## config.mk

```make
export PLATFORM = sky130hd
export DESIGN_NAME = analog_keypad_decode_repeat_core
export DESIGN_NICKNAME = d
export VERILOG_FILES = /design/src/sv/akdr_pkg.sv /design/src/sv/analog_keypad_decode_repeat_core.sv
export SDC_FILE = /design/constraint.sdc
export NUM_CORES = 1
export LEC_CHECK = 0
export ABC_AREA = 1
export BUFFER_PORTS_ARGS = -buffer_cell sky130_fd_sc_hd__buf_2
export CORE_MARGIN = 2
export CORE_UTILIZATION = 45
export CTS_CLUSTER_DIAMETER = 150
export DETAILED_ROUTE_END_ITERATION = 8
export PLACE_DENSITY = 0.63
export SYNTH_ARGS = -nofsm -noshare
export SYNTH_HDL_FRONTEND = slang
export SYNTH_SLANG_ARGS = --single-unit
```

## constraint.sdc

```tcl
create_clock -name clk_i -period 3.7 [get_ports clk_i]
set_input_delay 0 -clock clk_i [delete_from_list [all_inputs] [get_ports clk_i]]
set_output_delay 0 -clock clk_i [all_outputs]
set_load 0.02 [all_outputs]
```

## src/sv/akdr_pkg.sv

```systemverilog
// Types and constants for the analog keypad decoder with auto-repeat.
// No dependencies; used by the core and its checker.
`timescale 1ns / 1ps
`default_nettype none

package akdr_pkg;

  localparam int unsigned SAMPLE_W   = 10;
  localparam int unsigned TIME_W     = 32;
  localparam int unsigned KEY_W      = 3;
  localparam int unsigned IVL_W      = 15;
  localparam int unsigned CFG_IDX_W  = 3;
  localparam int unsigned CFG_DATA_W = 15;
  localparam int unsigned S_TDATA_W  = 48;
  localparam int unsigned M_TDATA_W  = 8;

  localparam logic [SAMPLE_W-1:0] MIN_IDLE = 10'd1023;

  localparam logic [IVL_W-1:0]    RST_REPEAT_INTERVAL = 15'd250;
  localparam logic [IVL_W-1:0]    RST_REPEAT_DELAY    = 15'd500;
  localparam logic [SAMPLE_W-1:0] RST_NONE_THR        = 10'd1000;
  localparam logic [SAMPLE_W-1:0] RST_SELECT_THR      = 10'd700;
  localparam logic [SAMPLE_W-1:0] RST_LEFT_THR        = 10'd450;
  localparam logic [SAMPLE_W-1:0] RST_DOWN_THR        = 10'd300;
  localparam logic [SAMPLE_W-1:0] RST_UP_THR          = 10'd100;

  typedef enum logic [KEY_W-1:0] {
    KEY_NONE    = 3'd0,
    KEY_RIGHT   = 3'd1,
    KEY_UP      = 3'd2,
    KEY_DOWN    = 3'd3,
    KEY_LEFT    = 3'd4,
    KEY_SELECT  = 3'd5,
    KEY_NOT_DUE = 3'd6
  } key_e;

  typedef enum logic [CFG_IDX_W-1:0] {
    REG_REPEAT_INTERVAL = 3'd0,
    REG_REPEAT_DELAY    = 3'd1,
    REG_NONE_THR        = 3'd2,
    REG_SELECT_THR      = 3'd3,
    REG_LEFT_THR        = 3'd4,
    REG_DOWN_THR        = 3'd5,
    REG_UP_THR          = 3'd6
  } cfg_reg_e;

  typedef struct packed {
    logic [SAMPLE_W-1:0] sample;
    logic                last;
    logic [TIME_W-1:0]   now_ms;
  } item_t;

endpackage

`default_nettype wire

```

## src/sv/analog_keypad_decode_repeat_core.sv

```systemverilog
// Analog keypad decoder: group minimum, threshold classification, auto-repeat.
// Depends on akdr_pkg.
//
// Input stream: s_axis_* carries one ADC sample with its millisecond timestamp;
// tlast closes a sample group. Every group close yields exactly one result
// transaction on m_axis_* (key code 0..6); other samples yield none.
// Configuration: cfg_valid_i/cfg_index_i/cfg_data_i write one register per
// transaction; cfg_ready_o is always high. Unknown indexes are dropped.
// Write configuration only while no transaction is in flight.
// Path: an accepted sample is held in the input register; from there it
// updates the running minimum and repeat state and, if it closes a group,
// loads the result register, which drives m_axis.
// Throughput: one sample per cycle except during a Stall (below); between the
// input and result registers: a 10-bit min, seven compares, a 32-bit subtract.
// Stall: while a result waits on m_axis_tready_i, samples not closing a group
// keep flowing; a closing sample holds in the input register until the result
// register frees, and s_axis_tready_o drops only then.
// Reset: thresholds and repeat timings return to defaults, running minimum to
// 1023, previous key to none, report time and repeat flag to zero.
`timescale 1ns / 1ps
`default_nettype none

module analog_keypad_decode_repeat_core (
  input  wire logic                                clk_i,
  input  wire logic                                rst_ni,
  input  wire logic                                s_axis_tvalid_i,
  output      logic                                s_axis_tready_o,
  // [9:0] sample, [41:10] now_ms, [47:42] zero
  input  wire logic [akdr_pkg::S_TDATA_W-1:0]      s_axis_tdata_i,
  input  wire logic                                s_axis_tlast_i,
  output      logic                                m_axis_tvalid_o,
  input  wire logic                                m_axis_tready_i,
  // [2:0] key, [7:3] zero
  output      logic [akdr_pkg::M_TDATA_W-1:0]      m_axis_tdata_o,
  input  wire logic                                cfg_valid_i,
  output      logic                                cfg_ready_o,
  input  wire logic [akdr_pkg::CFG_IDX_W-1:0]      cfg_index_i,
  input  wire logic [akdr_pkg::CFG_DATA_W-1:0]     cfg_data_i
);

  localparam int unsigned SW = akdr_pkg::SAMPLE_W;
  localparam int unsigned TW = akdr_pkg::TIME_W;
  localparam int unsigned IW = akdr_pkg::IVL_W;

  // configuration registers
  logic [IW-1:0] repeat_interval_q, repeat_delay_q;
  logic [SW-1:0] none_thr_q, select_thr_q, left_thr_q, down_thr_q, up_thr_q;

  // input register
  logic            in_valid_q, in_valid_d;
  akdr_pkg::item_t in_item_q, in_item_d;

  // decoder state
  logic [SW-1:0]      run_min_q, run_min_d;
  akdr_pkg::key_e     prev_key_q, prev_key_d;
  logic [TW-1:0]      prev_time_q, prev_time_d;
  logic               has_rep_q, has_rep_d;

  // result register
  logic           out_valid_q, out_valid_d;
  akdr_pkg::key_e out_key_q, out_key_d;

  logic           out_free, advance, in_accept;
  logic [SW-1:0]  level;
  akdr_pkg::key_e cls_key, key;
  logic [TW-1:0]  elapsed;
  logic           not_due;

  assign cfg_ready_o     = 1'b1;
  assign out_free        = !out_valid_q || m_axis_tready_i;
  assign advance         = in_valid_q && (!in_item_q.last || out_free);
  assign s_axis_tready_o = !in_valid_q || advance;
  assign in_accept       = s_axis_tvalid_i && s_axis_tready_o;

  assign m_axis_tvalid_o = out_valid_q;
  assign m_axis_tdata_o  = {{(akdr_pkg::M_TDATA_W - akdr_pkg::KEY_W){1'b0}}, out_key_q};

  always_ff @(posedge clk_i or negedge rst_ni) begin
    if (!rst_ni) begin
      repeat_interval_q <= akdr_pkg::RST_REPEAT_INTERVAL;
      repeat_delay_q    <= akdr_pkg::RST_REPEAT_DELAY;
      none_thr_q        <= akdr_pkg::RST_NONE_THR;
      select_thr_q      <= akdr_pkg::RST_SELECT_THR;
      left_thr_q        <= akdr_pkg::RST_LEFT_THR;
      down_thr_q        <= akdr_pkg::RST_DOWN_THR;
      up_thr_q          <= akdr_pkg::RST_UP_THR;
    end else if (cfg_valid_i) begin
      case (cfg_index_i)
        akdr_pkg::REG_REPEAT_INTERVAL: repeat_interval_q <= cfg_data_i[IW-1:0];
        akdr_pkg::REG_REPEAT_DELAY:    repeat_delay_q    <= cfg_data_i[IW-1:0];
        akdr_pkg::REG_NONE_THR:        none_thr_q        <= cfg_data_i[SW-1:0];
        akdr_pkg::REG_SELECT_THR:      select_thr_q      <= cfg_data_i[SW-1:0];
        akdr_pkg::REG_LEFT_THR:        left_thr_q        <= cfg_data_i[SW-1:0];
        akdr_pkg::REG_DOWN_THR:        down_thr_q        <= cfg_data_i[SW-1:0];
        akdr_pkg::REG_UP_THR:          up_thr_q          <= cfg_data_i[SW-1:0];
        default: ;
      endcase
    end
  end

  // input register
  always_comb begin
    in_valid_d = in_valid_q;
    in_item_d  = in_item_q;
    if (advance) begin
      in_valid_d = 1'b0;
    end
    if (in_accept) begin
      in_valid_d       = 1'b1;
      in_item_d.sample = s_axis_tdata_i[SW-1:0];
      in_item_d.last   = s_axis_tlast_i;
      in_item_d.now_ms = s_axis_tdata_i[SW+TW-1:SW];
    end
  end

  // minimum, classification, auto-repeat
  always_comb begin
    level = (in_item_q.sample < run_min_q) ? in_item_q.sample : run_min_q;

    if (level > none_thr_q) begin
      cls_key = akdr_pkg::KEY_NONE;
    end else if (level > select_thr_q) begin
      cls_key = akdr_pkg::KEY_SELECT;
    end else if (level > left_thr_q) begin
      cls_key = akdr_pkg::KEY_LEFT;
    end else if (level > down_thr_q) begin
      cls_key = akdr_pkg::KEY_DOWN;
    end else if (level > up_thr_q) begin
      cls_key = akdr_pkg::KEY_UP;
    end else begin
      cls_key = akdr_pkg::KEY_RIGHT;
    end

    elapsed = in_item_q.now_ms - prev_time_q;
    not_due = (elapsed < {{(TW-IW){1'b0}}, repeat_interval_q})
           || (!has_rep_q && (elapsed < {{(TW-IW){1'b0}}, repeat_delay_q}));

    run_min_d   = run_min_q;
    prev_key_d  = prev_key_q;
    prev_time_d = prev_time_q;
    has_rep_d   = has_rep_q;
    key         = cls_key;

    if (advance) begin
      if (!in_item_q.last) begin
        run_min_d = level;
      end else begin
        run_min_d = akdr_pkg::MIN_IDLE;
        if (cls_key == akdr_pkg::KEY_NONE) begin
          prev_key_d = akdr_pkg::KEY_NONE;
        end else if (cls_key == prev_key_q) begin
          if (not_due) begin
            key = akdr_pkg::KEY_NOT_DUE;
          end else begin
            has_rep_d   = 1'b1;
            prev_time_d = in_item_q.now_ms;
          end
        end else begin
          prev_key_d  = cls_key;
          has_rep_d   = 1'b0;
          prev_time_d = in_item_q.now_ms;
        end
      end
    end
  end

  // result register
  always_comb begin
    out_valid_d = out_valid_q;
    out_key_d   = out_key_q;
    if (m_axis_tready_i) begin
      out_valid_d = 1'b0;
    end
    if (advance && in_item_q.last) begin
      out_valid_d = 1'b1;
      out_key_d   = key;
    end
  end

  always_ff @(posedge clk_i or negedge rst_ni) begin
    if (!rst_ni) begin
      in_valid_q  <= 1'b0;
      out_valid_q <= 1'b0;
      run_min_q   <= akdr_pkg::MIN_IDLE;
      prev_key_q  <= akdr_pkg::KEY_NONE;
      prev_time_q <= '0;
      has_rep_q   <= 1'b0;
    end else begin
      in_valid_q  <= in_valid_d;
      out_valid_q <= out_valid_d;
      run_min_q   <= run_min_d;
      prev_key_q  <= prev_key_d;
      prev_time_q <= prev_time_d;
      has_rep_q   <= has_rep_d;
    end
  end

  always_ff @(posedge clk_i) begin
    in_item_q <= in_item_d;
    out_key_q <= out_key_d;
  end

endmodule

`default_nettype wire

```

# Yosys cells after proc, flatten, opt, wreduce, memory -nomap -nowiden
# Cells that the tools add are included.
dict set report totals {
  in_bits 72
  reg_bits 174
  word_cells 83
}
dict set report op_classes {
  bitwise 1
  n_mux 22
  n_reduce_logical 25
  n_eq_ne 9
  order_cmp 8
  n_addsub 1
}
# op n
set op_table {}
lappend op_table {{$lt A32 B15 Y1} 2}
lappend op_table {{$mux W32} 2}
lappend op_table {{$gt A10 B10 Y1} 5}
lappend op_table {{$sub A32 B32 Y32} 1}
lappend op_table {{$mux W3} 10}
lappend op_table {{$mux W10} 2}
lappend op_table {{$reduce_and A2 Y1} 7}
lappend op_table {{$lt A10 B10 Y1} 1}
lappend op_table {{$eq A3 B3 Y1 const B} 3}
lappend op_table {{$eq A3 B2 Y1 const B} 2}
lappend op_table {{$logic_not A3 Y1} 2}
lappend op_table {{$mux W1} 6}
lappend op_table {{$logic_and A1 B1 Y1} 4}
lappend op_table {{$logic_not A1 Y1} 4}
lappend op_table {{$logic_or A1 B1 Y1} 4}
lappend op_table {{$mux W2} 2}
lappend op_table {{$ne A2 B2 Y1 const B} 2}
lappend op_table {{$reduce_and A4 Y1} 1}
lappend op_table {{$reduce_bool A2 Y1} 2}
lappend op_table {{$eq A3 B1 Y1 const B} 1}
lappend op_table {{$eq A3 B3 Y1} 1}
lappend op_table {{$reduce_and A3 Y1} 1}
lappend op_table {{$not A1 Y1} 1}

# Depth between registers and ports, before layout
# Gate-level depths: netlist of the first run.
dict set report logic_depth {
  ltp_word 13
  mapped_depth 30
  ltp_nobuf 28
}

# Least setup slack after synthesis of the first run
# Ideal clock, no wire load.
dict set report synth_path {
  path_type {reg2reg}
  from {register run_min_q[5]}
  to {register out_key_q[0], data pin}
  synth_period_minus_slack_ps 3776
  stages_incl_launch_ff 26
  slack_ps -76
  arrival_ps 3523
  setup_ps 254
  t_required_ps 3446
  cell_sequence {dfstp_2 -> inv_1 -> ha_1 -> inv_1 -> nor3_1 -> o211ai_1 -> o2111ai_1 -> clkbuf_1 -> nor2_1 -> a21oi_1 -> ha_1 -> a21o_1 -> nor2_1 -> nand3_1 -> nand2_1 -> inv_1 -> nor2_1 -> nand2_1 -> nand2_1 -> nand2_1 -> nor2_1 -> nand2_1 -> nor2_2 -> nand3_4 -> o21bai_1 -> inv_1}
}
dict set report synth_between {
  elab_chain_len 13
  word_cells_on_any_way 19
  cone_classes {order compare: 6; eq/ne: 1; mux: 11; reduce/logical: 1}
}
# element line_no
set synth_lines {}
lappend synth_lines {{from (decl)} analog_keypad_decode_repeat_core.sv:54} ;# logic [SW-1:0] run_min_q, run_min_d;
lappend synth_lines {{from (signal assigned)} analog_keypad_decode_repeat_core.sv:184} ;# run_min_q <= akdr_pkg::MIN_IDLE;
lappend synth_lines {{from (signal assigned)} analog_keypad_decode_repeat_core.sv:191} ;# run_min_q <= run_min_d;
lappend synth_lines {{$lt A10 B10 Y1} analog_keypad_decode_repeat_core.sv:118} ;# level = (in_item_q.sample < run_min_q) ? in_item_q.sample : run_min_q;
lappend synth_lines {{$mux W10 (*)} analog_keypad_decode_repeat_core.sv:118}
lappend synth_lines {{$gt A10 B10 Y1} analog_keypad_decode_repeat_core.sv:128} ;# end else if (level > up_thr_q) begin
lappend synth_lines {{$mux W2} analog_keypad_decode_repeat_core.sv:128}
lappend synth_lines {{$mux W2} analog_keypad_decode_repeat_core.sv:126} ;# end else if (level > down_thr_q) begin
lappend synth_lines {{$mux W3} analog_keypad_decode_repeat_core.sv:124} ;# end else if (level > left_thr_q) begin
lappend synth_lines {{$mux W3} analog_keypad_decode_repeat_core.sv:122} ;# end else if (level > select_thr_q) begin
lappend synth_lines {{$mux W3 (*)} analog_keypad_decode_repeat_core.sv:120} ;# if (level > none_thr_q) begin
lappend synth_lines {{$eq A3 B3 Y1 / $mux W3 (equally long branches)} {analog_keypad_decode_repeat_core.sv:151, analog_keypad_decode_repeat_core.sv:152}}
lappend synth_lines {{$mux W3} analog_keypad_decode_repeat_core.sv:151} ;# end else if (cls_key == prev_key_q) begin
lappend synth_lines {{$mux W3} analog_keypad_decode_repeat_core.sv:149} ;# if (cls_key == akdr_pkg::KEY_NONE) begin
lappend synth_lines {{$mux W3} analog_keypad_decode_repeat_core.sv:145} ;# if (!in_item_q.last) begin
lappend synth_lines {{$mux W3 (*)} analog_keypad_decode_repeat_core.sv:144} ;# if (advance) begin
lappend synth_lines {{net key[0]} analog_keypad_decode_repeat_core.sv:65} ;# akdr_pkg::key_e cls_key, key;
lappend synth_lines {{to (signal assigned)} analog_keypad_decode_repeat_core.sv:200} ;# out_key_q <= out_key_d;
lappend synth_lines {{to (decl)} analog_keypad_decode_repeat_core.sv:61} ;# akdr_pkg::key_e out_key_q, out_key_d;
# Mark *: on every way through the listed nets, which the timed path passes. The rest lies on a longest branch.
# A chain may end at the register's enable or synchronous reset.

# Final worst setup path of the first run
# Same ends and word-level chain as after synthesis.

==> results of run 1 <==
## path summary, 6_finish.rpt
kind | from | end | slack [ns]
worst max-delay path | run_min_q[5] | out_key_q[0] | -0.42
worst max register to register | run_min_q[5] | out_key_q[0] | -0.42
worst min register to register | prev_time_q[7] | prev_time_q[7] | 0.48
max in group asynchronous | rst_ni | repeat_delay_q[8] | 2.49
worst min-delay path | cfg_data_i[8] | up_thr_q[8] | -0.008
min in group asynchronous | rst_ni | repeat_interval_q[2] | 0.20
## metal layers
metal  share of wire  routed length, um  global-route usage  up-vias
met4           0.010                292              0.0548        0
met5               0                  0                   0        -
li1                -                  -                   -     4959
met3           0.039               1110              0.0336       24
met1            0.48              13900               0.311     4473
met2            0.47              13400               0.374      164
## cell usage after synthesis, drive strengths merged, types with 3 or more instances
| cell type | count | area, um^2 |
|---|---|---|
| nand2 | 450 | 1700 |
| nor2 | 87 | 334 |
| nor3 | 8 | 45.0 |
| dfstp | 45 | 1180 |
| o21ai | 109 | 546 |
| nand3 | 78 | 403 |
| ha | 118 | 1480 |
| buf | 12 | 93.8 |
| inv | 258 | 968 |
| xor2 | 14 | 123 |
| edfxtp | 46 | 1380 |
| o21bai | 11 | 82.6 |
| clkbuf | 23 | 86.3 |
| a21o | 7 | 52.6 |
| nand4 | 13 | 81.3 |
| a21oi | 57 | 285 |
| o211ai | 3 | 22.5 |
| dfrtp | 83 | 2080 |
| nand3b | 9 | 67.6 |
## registers in the layout (all words and copies together), names as in the netlist
| signal | flops |
|---|---|
| run_min_q | 10 |
| prev_time_q | 32 |
| none_thr_q | 10 |
| out_key_q | 3 |
| left_thr_q | 10 |
| select_thr_q | 10 |
| repeat_delay_q | 15 |
| has_rep_q | 1 |
| in_item_q | 43 |
| in_valid_q | 1 |
| m_axis_tvalid_o | 1 |
| up_thr_q | 10 |
| down_thr_q | 10 |
| repeat_interval_q | 15 |
| prev_key_q | 3 |
## power groups by stage
stage                     logic [mW]  clock network, mW  registers (mW)
after floorplan                 3.35                  0            2.65
after global placement          4.52                  0            2.70
after detailed placement        4.62                  0            2.71
after CTS                       5.14               1.86            2.68
after global routing            6.19               1.93            2.76
final                           5.43               1.82            2.71
## through the flow
stage	setup WS (ns)	instances	cell area [um^2]	util	setup TNS [ns]
after detailed placement	-0.379	1857	12100	0.498	-13.63
after global routing	-0.672	1968	14400	0.594	-23.17
after floorplan	0.0132	1453	11200	-	0
final	-0.417	1968	14400	0.594	-13.95
after global placement	-0.260	1857	12100	0.498	-9.30
after CTS	-0.284	1963	14000	0.574	-9.79
## worst register-to-register path, delay by kind of cell, from the launching register on
kind	cells	cell delay, ns
AO/OA/AOI/OAI	6	0.68
adder cells (fa/ha/maj)	2	0.56
AND/OR/NAND/NOR	14	1.32
flip-flops	1	0.54
buffers and inverters	6	0.77
## timing repair
| item | in CTS | in global routing |
|---|---|---|
| buffers inserted | 14 | 2 |
| pin swaps | 6 | 35 |
| gates cloned | 4 | 3 |
| resized for setup | 78 | 95 |
| hold buffers | 59 | 0 |
| endpoints found under the hold margin | 123 | 0 |
| endpoints found under the setup margin | 39 | 39 |
## logic make-up (layout without fill, tap and decap cells)
| group | count (synthesis) | count (layout) | share of synthesized area |
|---|---|---|---|
| simple gates | 649 | 649 | 0.238 |
| xor+xnor | 16 | 16 | 0.0126 |
| compound gates | 196 | 196 | 0.0947 |
| flops | 174 | 174 | 0.417 |
| fa+ha+maj | 119 | 119 | 0.134 |
| other cells | 2 | 6 | 0.000674 |
| buf+inv | 293 | 484 | 0.103 |
## area by class of cell
| class | count | area, um^2 |
|---|---|---|
| Tap cell | 324 | 405 |
| Fill cell | 2217 | 9870 |
| Multi-Input combinational cell | 986 | 6150 |
| Sequential cell | 174 | 4640 |
| Clock inverter | 15 | 163 |
| Inverter | 258 | 971 |
| Timing Repair Buffer | 194 | 1690 |
| Clock buffer | 17 | 425 |
==> qor.yml, run 1 <==
fin_worst_skew_ns: 0.0177
ys_seq_elements: 174
wire_per_inst_um: 14.6
grt_pass1_wl_um: 46500
drive_above_1_share: 0.212
grt_max_degree: 64
die-area_mm2: 0.0260
swShare: 0.437
mostFrequentLayoutCell: "nand2_1"
startpoint_type: "flip-flop"
reg2reg_depth: 28
pwr-share-clk: 0.182
path_max_fanout: 8
avgSynthCellArea_um2: 7.69
fin_crit_sh: 1.11
whs_ns: -0.00774
clock.fmax_ghz: 0.243
antenna_left: 0
drv_cap: 0
status: "finished, violations left"
violations: "hold timing, setup timing"
io_pins: 83
layout_common_cells: "nand2_1 (408), inv_1 (250), o21ai_0 (103)"
finalNetCount: 1822
cts.path.max_buffers: 2
ctsRootBufferMaster: "clkbuf_16"
cpMaxStageDelayCell: "dfstp_2"
synth.yosys.seq_area_share: 0.417
cts.sinks: 174
gp_congestion: 0.869
first_global_vias: 9363
fin_crit_ns: 4.12
synth_async_sr_flop_share: 0.736
netlist_instances: 1449
slew_headroom: 0.366
drc: 0
crit_required_ns: 3.89
dr.first_iter.drc_count: 552
route.vias.total: 9620
clkTransAtPathRegs_ns: 0.08
total_power_mw: 9.96
ys_warn_count: 0
area_delta_synth_final_pct: 29.7
crit_path_end_kind: "flip-flop"
synth-main-ff-cell: "dfrtp_1"
p_sw_mw: 4.35
track_usage: 0.225
cts_tree: "yes"
antenna_found_initial: 0
drtPass1Iterations: 5
ir_drop_uv: 312
die_w_um: 161
drv_slew: 0
die_h_um: 161
worst_pin_slew_ns: 0.951
layout_setup_ws_ns: -0.417
cpLargestDelayFamily: "simple AND/OR/NAND/NOR gates"
hp-class: "input port to flip-flop"
insertion_delay_ns: 0.45
yosysUniqueCellTypes: 40
path_class: "flip-flop to flip-flop"
cts-buffers-inserted: 17
power_frac_seq: 0.273
rsz0062_at_grt: "true"
cts_max_level: 4
portBuffers: 70
viasPerCell: 4.89
p_per_area_mw_per_mm2: 690
syn_area_mm2: 0.0111
crit_path_frequent_cell: "nand2_1"
combPwrFrac: 0.545
worst_hold_path.num_cells: 3
cp.depth: 28
hold_viol: 2
worstPathBufferInverterCount: 6
cp.arrival_ns: 4.31
synth_edf_count: 46
rows: 57
dpl.hpwl_um: 19600
intPower_mw: 5.61
grt_overflow: 0
diodes: 0
finalWirelength_um: 28600
p_leak_nw: 7.24
max_stage_delay_ns: 0.54
setup_viol: 39
coreArea_mm2: 0.0243
start_util: 0.458
Power figures use the tool's default switching activity.
==> run 2, diff against run 1 <==
- REMOVE_ABC_BUFFERS: not set -> 1
==> qor.yml, run 2 (synthesized netlist as in run 1, its figures left out) <==
post-route-util: 0.589  # -0.00509
setup_viol: 39  # unchanged
drv_cap: 0  # unchanged
cts_max_level: 4  # unchanged
crit_required_ns: 4.02  # +0.13 ns
die_h_um: 161  # unchanged
start_util: 0.458  # unchanged
wire_per_inst_um: 14.8  # +1.8%
final_area_mm2: 0.0143  # -0.86%
placed_area_mm2: 0.0121  # -0.49%
clock.fmax_ghz: 0.249  # +2.7%
swShare: 0.427  # -0.00991
startpoint: "run_min_q[4]"
ctsRootBufferMaster: "clkbuf_16"
cts-buffers-inserted: 17  # unchanged
route.vias.total: 9684  # +0.67%
grt_max_degree: 86  # +34%
dr.first_iter.drc_count: 635  # +15%
max_stage_delay_ns: 0.52  # -0.02 ns
layout_common_cells: "nand2_1 (411), inv_1 (251), o21ai_0 (104)"
crit_path_end_kind: "flip-flop"
fin_crit_ns: 4.01  # -0.109 ns
hold_viol: 0  # -2
portBuffers: 70  # unchanged
p_per_area_mw_per_mm2: 692  # +0.32%
first_global_vias: 9064  # -3.2%
cts_tree: "yes"
drv_slew: 0  # unchanged
grt_pass1_wl_um: 45800  # -1.5%
largest_reg_flops: 43  # unchanged
r2r-start: "run_min_q[4]"
power_frac_seq: 0.273  # about the same
fin_worst_skew_ns: 0.0109  # -0.00678 ns
die-area_mm2: 0.0260  # unchanged
mostFrequentLayoutCell: "nand2_1"
drtPass1Iterations: 5  # unchanged
whs_ns: 0.0252  # +0.0329 ns
diodes: 0  # unchanged
finalWirelength_um: 29000  # +1.1%
pwr-share-clk: 0.184  # +0.002
status: "finished, violations left"
ir_drop_uv: 292  # -6.5%
antenna_found_initial: 0  # unchanged
violations: "setup timing"
track_usage: 0.223  # -0.00270
regMostFlops: "in_item_q"
drive_above_1_share: 0.205  # -0.00690
cpLargestDelayFamily: "simple AND/OR/NAND/NOR gates"
clkTransAtPathRegs_ns: 0.07  # about the same
fin_crit_sh: 1.08  # -0.0294
worstPathBufferInverterCount: 6  # unchanged
antenna_left: 0  # unchanged
startpoint_type: "flip-flop"
finalNetCount: 1809  # -0.71%
rows: 57  # unchanged
cts.path.max_buffers: 2  # unchanged
hp-class: "input port to flip-flop"
insertion_delay_ns: 0.43  # -0.02 ns
dpl.hpwl_um: 19800  # +1.2%
path_max_fanout: 17  # +9
slew_headroom: 0.357  # -0.00901
path_class: "flip-flop to flip-flop"
combPwrFrac: 0.543  # -0.002
worst_pin_slew_ns: 0.964  # +0.0135 ns
io_pins: 83  # unchanged
cp.arrival_ns: 4.33  # +0.02 ns
coreArea_mm2: 0.0243  # unchanged
grt_overflow: 0  # unchanged
area_delta_synth_final_pct: 28.5
die_w_um: 161  # unchanged
p_leak_nw: 7.15  # -1.3%
viasPerCell: 4.95  # +1.3%
intPower_mw: 5.68  # +1.2%
total_power_mw: 9.91  # -0.54%
hp-start: "cfg_data_i[4]"
cts.sinks: 174  # unchanged
cpMaxStageDelayCell: "dfstp_2"
gp_congestion: 0.901  # +3.7%
top_regs: "in_item_q x43, prev_time_q x32"
layout_setup_ws_ns: -0.308  # +0.109 ns
p_sw_mw: 4.23  # -2.8%
drc: 0  # unchanged
rsz0062_at_grt: "true"
==> run 2: cell count changes in the layout (fill, tap and decap cells not counted), sizes merged <==
cell	before	now
clkbuf	20	26
clkinvlp	0	2
dlygate4sd3	59	62
clkinv	4	3
inv	269	261
buf	132	117
==> run 2: what timing repair did <==
action | CTS | global route
gates cloned | 4 | 2
resized for setup | 30 | 139
setup endpoints to repair | 39 | 39
hold buffers | 62 | 0
hold endpoints to repair | 141 | 0
pin swaps | 2 | 38
buffers inserted | 2 | 8
==> run 2: final timing paths <==
| kind | endpoint | slack (ns) | cells after the start |
|---|---|---|---|
| max reg2reg | prev_time_q[12] | -0.31 | 31 |
| min reg2reg | prev_time_q[9] | 0.47 | 2 |
| min in group asynchronous | up_thr_q[9] | 0.15 | 2 |
| max | prev_time_q[12] | -0.31 | 31 |
| max in group asynchronous | repeat_delay_q[7] | 2.67 | 3 |
| min | down_thr_q[4] | 0.03 | 3 |
==> run 2: final cells by class <==
cell class	count	area, um^2
inverter	258	968
tap	324	405
multi-input combinational	986	6140
fill	2217	10000
clock buffer	24	536
clock inverter	8	66.3
sequential	174	4640
timing repair buffer	181	1560
==> run 2: through the flow <==
stage                     setup WS, ns  setup TNS, ns  instances
final                           -0.308         -10.36       1955
after global routing            -0.628         -22.33       1955
after CTS                       -0.254          -8.29       1948
after detailed placement        -0.261          -9.22       1848
after global placement          -0.168          -5.95       1848
after floorplan                  -1.04         -37.40       1418
==> run 2: routing by layer <==
layer	track usage	wire (um)	up-vias
li1	-	-	4941
met1	0.332	14500	4539
met2	0.343	13000	182
met3	0.0352	1200	22
met4	0.0438	284	0
met5	0	0	-
==> run 2: worst register-to-register path: cells and delay by family (launching register included) <==
family	cells	cell delay [ns]
AOI/OAI and AO/OA	3	0.44
adders and majority gates	2	0.48
buffers and inverters	6	0.81
DFF	1	0.52
and+or+nand+nor	20	1.63
==> run 2: power by group through the flow <==
stage          clock, mW  combinational [mW]  sequential [mW]
5_1_grt             1.94                6.11             2.76
3_5_place_dp           0                4.60             2.71
3_3_place_gp           0                4.48             2.71
6_report            1.82                5.38             2.71
4_1_cts             1.86                4.82             2.68
2_1_floorplan          0                3.32             2.65
==> run 3, diff against run 2 <==
- PLACE_DENSITY: 0.63 -> 0.61
- SETUP_SLACK_MARGIN: not set -> 0.2
- clock period: 3.7 -> 4.71 ns (I/O delays scaled with it)
==> qor.yml, run 3 (synthesized netlist as in run 1, its figures left out) <==
largest_reg_flops: 43  # unchanged
crit_path_end_kind: "flip-flop"
finalWirelength_um: 27500  # -5.0%
drtPass1Iterations: 5  # unchanged
grt_max_degree: 77  # -10%
top_regs: "in_item_q x43, prev_time_q x32"
fin_crit_sh: 0.912  # -0.172
ir_drop_uv: 223  # -24%
reg2reg_slack_ns: 0.42  # +0.72 ns
wire_per_inst_um: 14.3  # -3.5%
fin_cells: 1926  # -1.5%
layout_common_cells: "nand2_1 (440), inv_1 (255), ha_1 (117)"
final_area_mm2: 0.0132  # -7.7%
mostFrequentLayoutCell: "nand2_1"
dpl.hpwl_um: 19600  # -1.4%
cts.sinks: 174  # unchanged
clkTransAtPathRegs_ns: 0.07  # about the same
startpoint: "run_min_q[5]"
p_leak_nw: 6.87  # -3.9%
cts.path.max_buffers: 2  # unchanged
dr.first_iter.drc_count: 707  # +11%
reg2reg_depth: 29  # -6.5%
die_h_um: 161  # unchanged
hp-class: "input port to flip-flop"
post-route-util: 0.544  # -0.0453
drv_slew: 0  # unchanged
ctsRootBufferMaster: "clkbuf_16"
setup_viol: 0  # -100%
cts-buffers-inserted: 17  # unchanged
grt_overflow: 0  # unchanged
gp_congestion: 0.896  # -0.58%
viasPerCell: 4.95  # -0.14%
cts_max_level: 4  # unchanged
start_util: 0.458  # unchanged
die_w_um: 161  # unchanged
startpoint_type: "flip-flop"
status: "complete, no violations"
antenna_found_initial: 0  # unchanged
io_pins: 83  # unchanged
cpMaxStageDelayCell: "dfstp_2"
crit_required_ns: 5.03  # +1.01 ns
path_max_fanout: 16  # -1
placed_cells: 1828  # -1.1%
hold_viol: 0  # unchanged
finalNetCount: 1780  # -1.6%
max_stage_delay_ns: 0.52  # about the same
drive_above_1_share: 0.130  # -0.0749
worst_hold_path.num_cells: 3  # unchanged
area_delta_synth_final_pct: 18.7
path_class: "flip-flop to flip-flop"
cts_tree: "yes"
drv_cap: 0  # unchanged
antenna_left: 0  # unchanged
regMostFlops: "in_item_q"
grt_pass1_wl_um: 44500  # -3.0%
r2r-start: "run_min_q[5]"
worst_pin_slew_ns: 1.01  # +0.0423 ns
fin_crit_ns: 4.29  # +0.285 ns
p_per_area_mw_per_mm2: 544  # -21%
portBuffers: 70  # unchanged
coreArea_mm2: 0.0243  # unchanged
track_usage: 0.215  # -0.00745
rsz0062_at_grt: "false"
diodes: 0  # unchanged
clock.fmax_ghz: 0.233  # -6.6%
r2r-end: "prev_time_q[24]"
cp.arrival_ns: 4.61  # +0.28 ns
drc: 0  # unchanged
crit_path_frequent_cell: "nand2_1"
first_global_vias: 8907  # -1.7%
tns_ns: 0  # +10.36 ns
insertion_delay_ns: 0.44  # about the same
rows: 57  # unchanged
slew_headroom: 0.329  # -0.0282
route.vias.total: 9527  # -1.6%
min_to: "down_thr_q[4]"
fin_worst_skew_ns: 0.0137  # +0.00286 ns
hp-start: "cfg_data_i[4]"
placed_area_mm2: 0.0119  # -1.7%
die-area_mm2: 0.0260  # unchanged
-- run 3: cell types whose count changed in the layout (fill, tap and decap cells not counted), moves of 10 or more --
cell / delta
nand3_2: -29
nand2_2: -21
ha_4: -25
nand3_1: +29
nor2_1: +12
nand2_1: +29
buf_4: -10
ha_1: +25
-- run 3: how the worst max path moves through the flow --
stage / cells past startpoint / to / slack, ns
after floorplan: 16 / has_rep_q / -0.03
after global placement: 25 / prev_time_q[2] / 0.41
after detailed placement: 25 / prev_time_q[4] / 0.31
after CTS: 25 / prev_time_q[4] / 0.30
after global routing: 27 / out_key_q[0] / 0.14
final: 29 / prev_time_q[24] / 0.42
-- run 3: repair_timing --
item / CTS / global route
setup endpoints to repair: 0 / 39
hold buffers: 57 / 0
endpoints found under the hold margin: 109 / 0
setup buffers: 0 / 6
resized for setup: 0 / 38
-- run 3: final cells by class --
cell class	count	area [um^2]
clock buffer	19	454
clock inverter	13	118
fill	2321	11100
inverter	258	968
multi-input combinational	987	5500
sequential	174	4640
tap	324	405
timing repair buffer	151	1130
-- run 3: through the flow --
| stage | hold WS (ns) | power, mW | setup WS (ns) |
|---|---|---|---|
| floorplan | -0.296 | 4.69 | -0.0340 |
| global placement | -0.121 | 5.55 | 0.407 |
| detailed placement | -0.120 | 5.64 | 0.306 |
| CTS | 0.00426 | 7.11 | 0.295 |
| global route | 0.0213 | 7.90 | 0.135 |
| finish | 0.00607 | 7.19 | 0.417 |
-- run 3: critical path, delay by kind of cell (launching register included) --
family                     cells  cell delay, ns
and+or+nand+nor               17            1.68
buffers and inverters          6            0.90
adders and majority gates      2            0.53
DFF                            1            0.52
AOI/OAI and AO/OA              4            0.52
-- run 3: layer usage --
layer | track usage | up-vias | share of wire
li1 | - | 4870 | -
met1 | 0.314 | 4399 | 0.49
met4 | 0.0625 | 0 | 0.017
met3 | 0.0277 | 31 | 0.048
met2 | 0.335 | 227 | 0.44
met5 | 0 | - | 0
-- run 3: power breakdown --
group | internal, mW | switching (mW)
clock | 0.730 | 0.656
combinational | 1.41 | 2.29
sequential | 1.93 | 0.171
total | 4.07 | 3.12
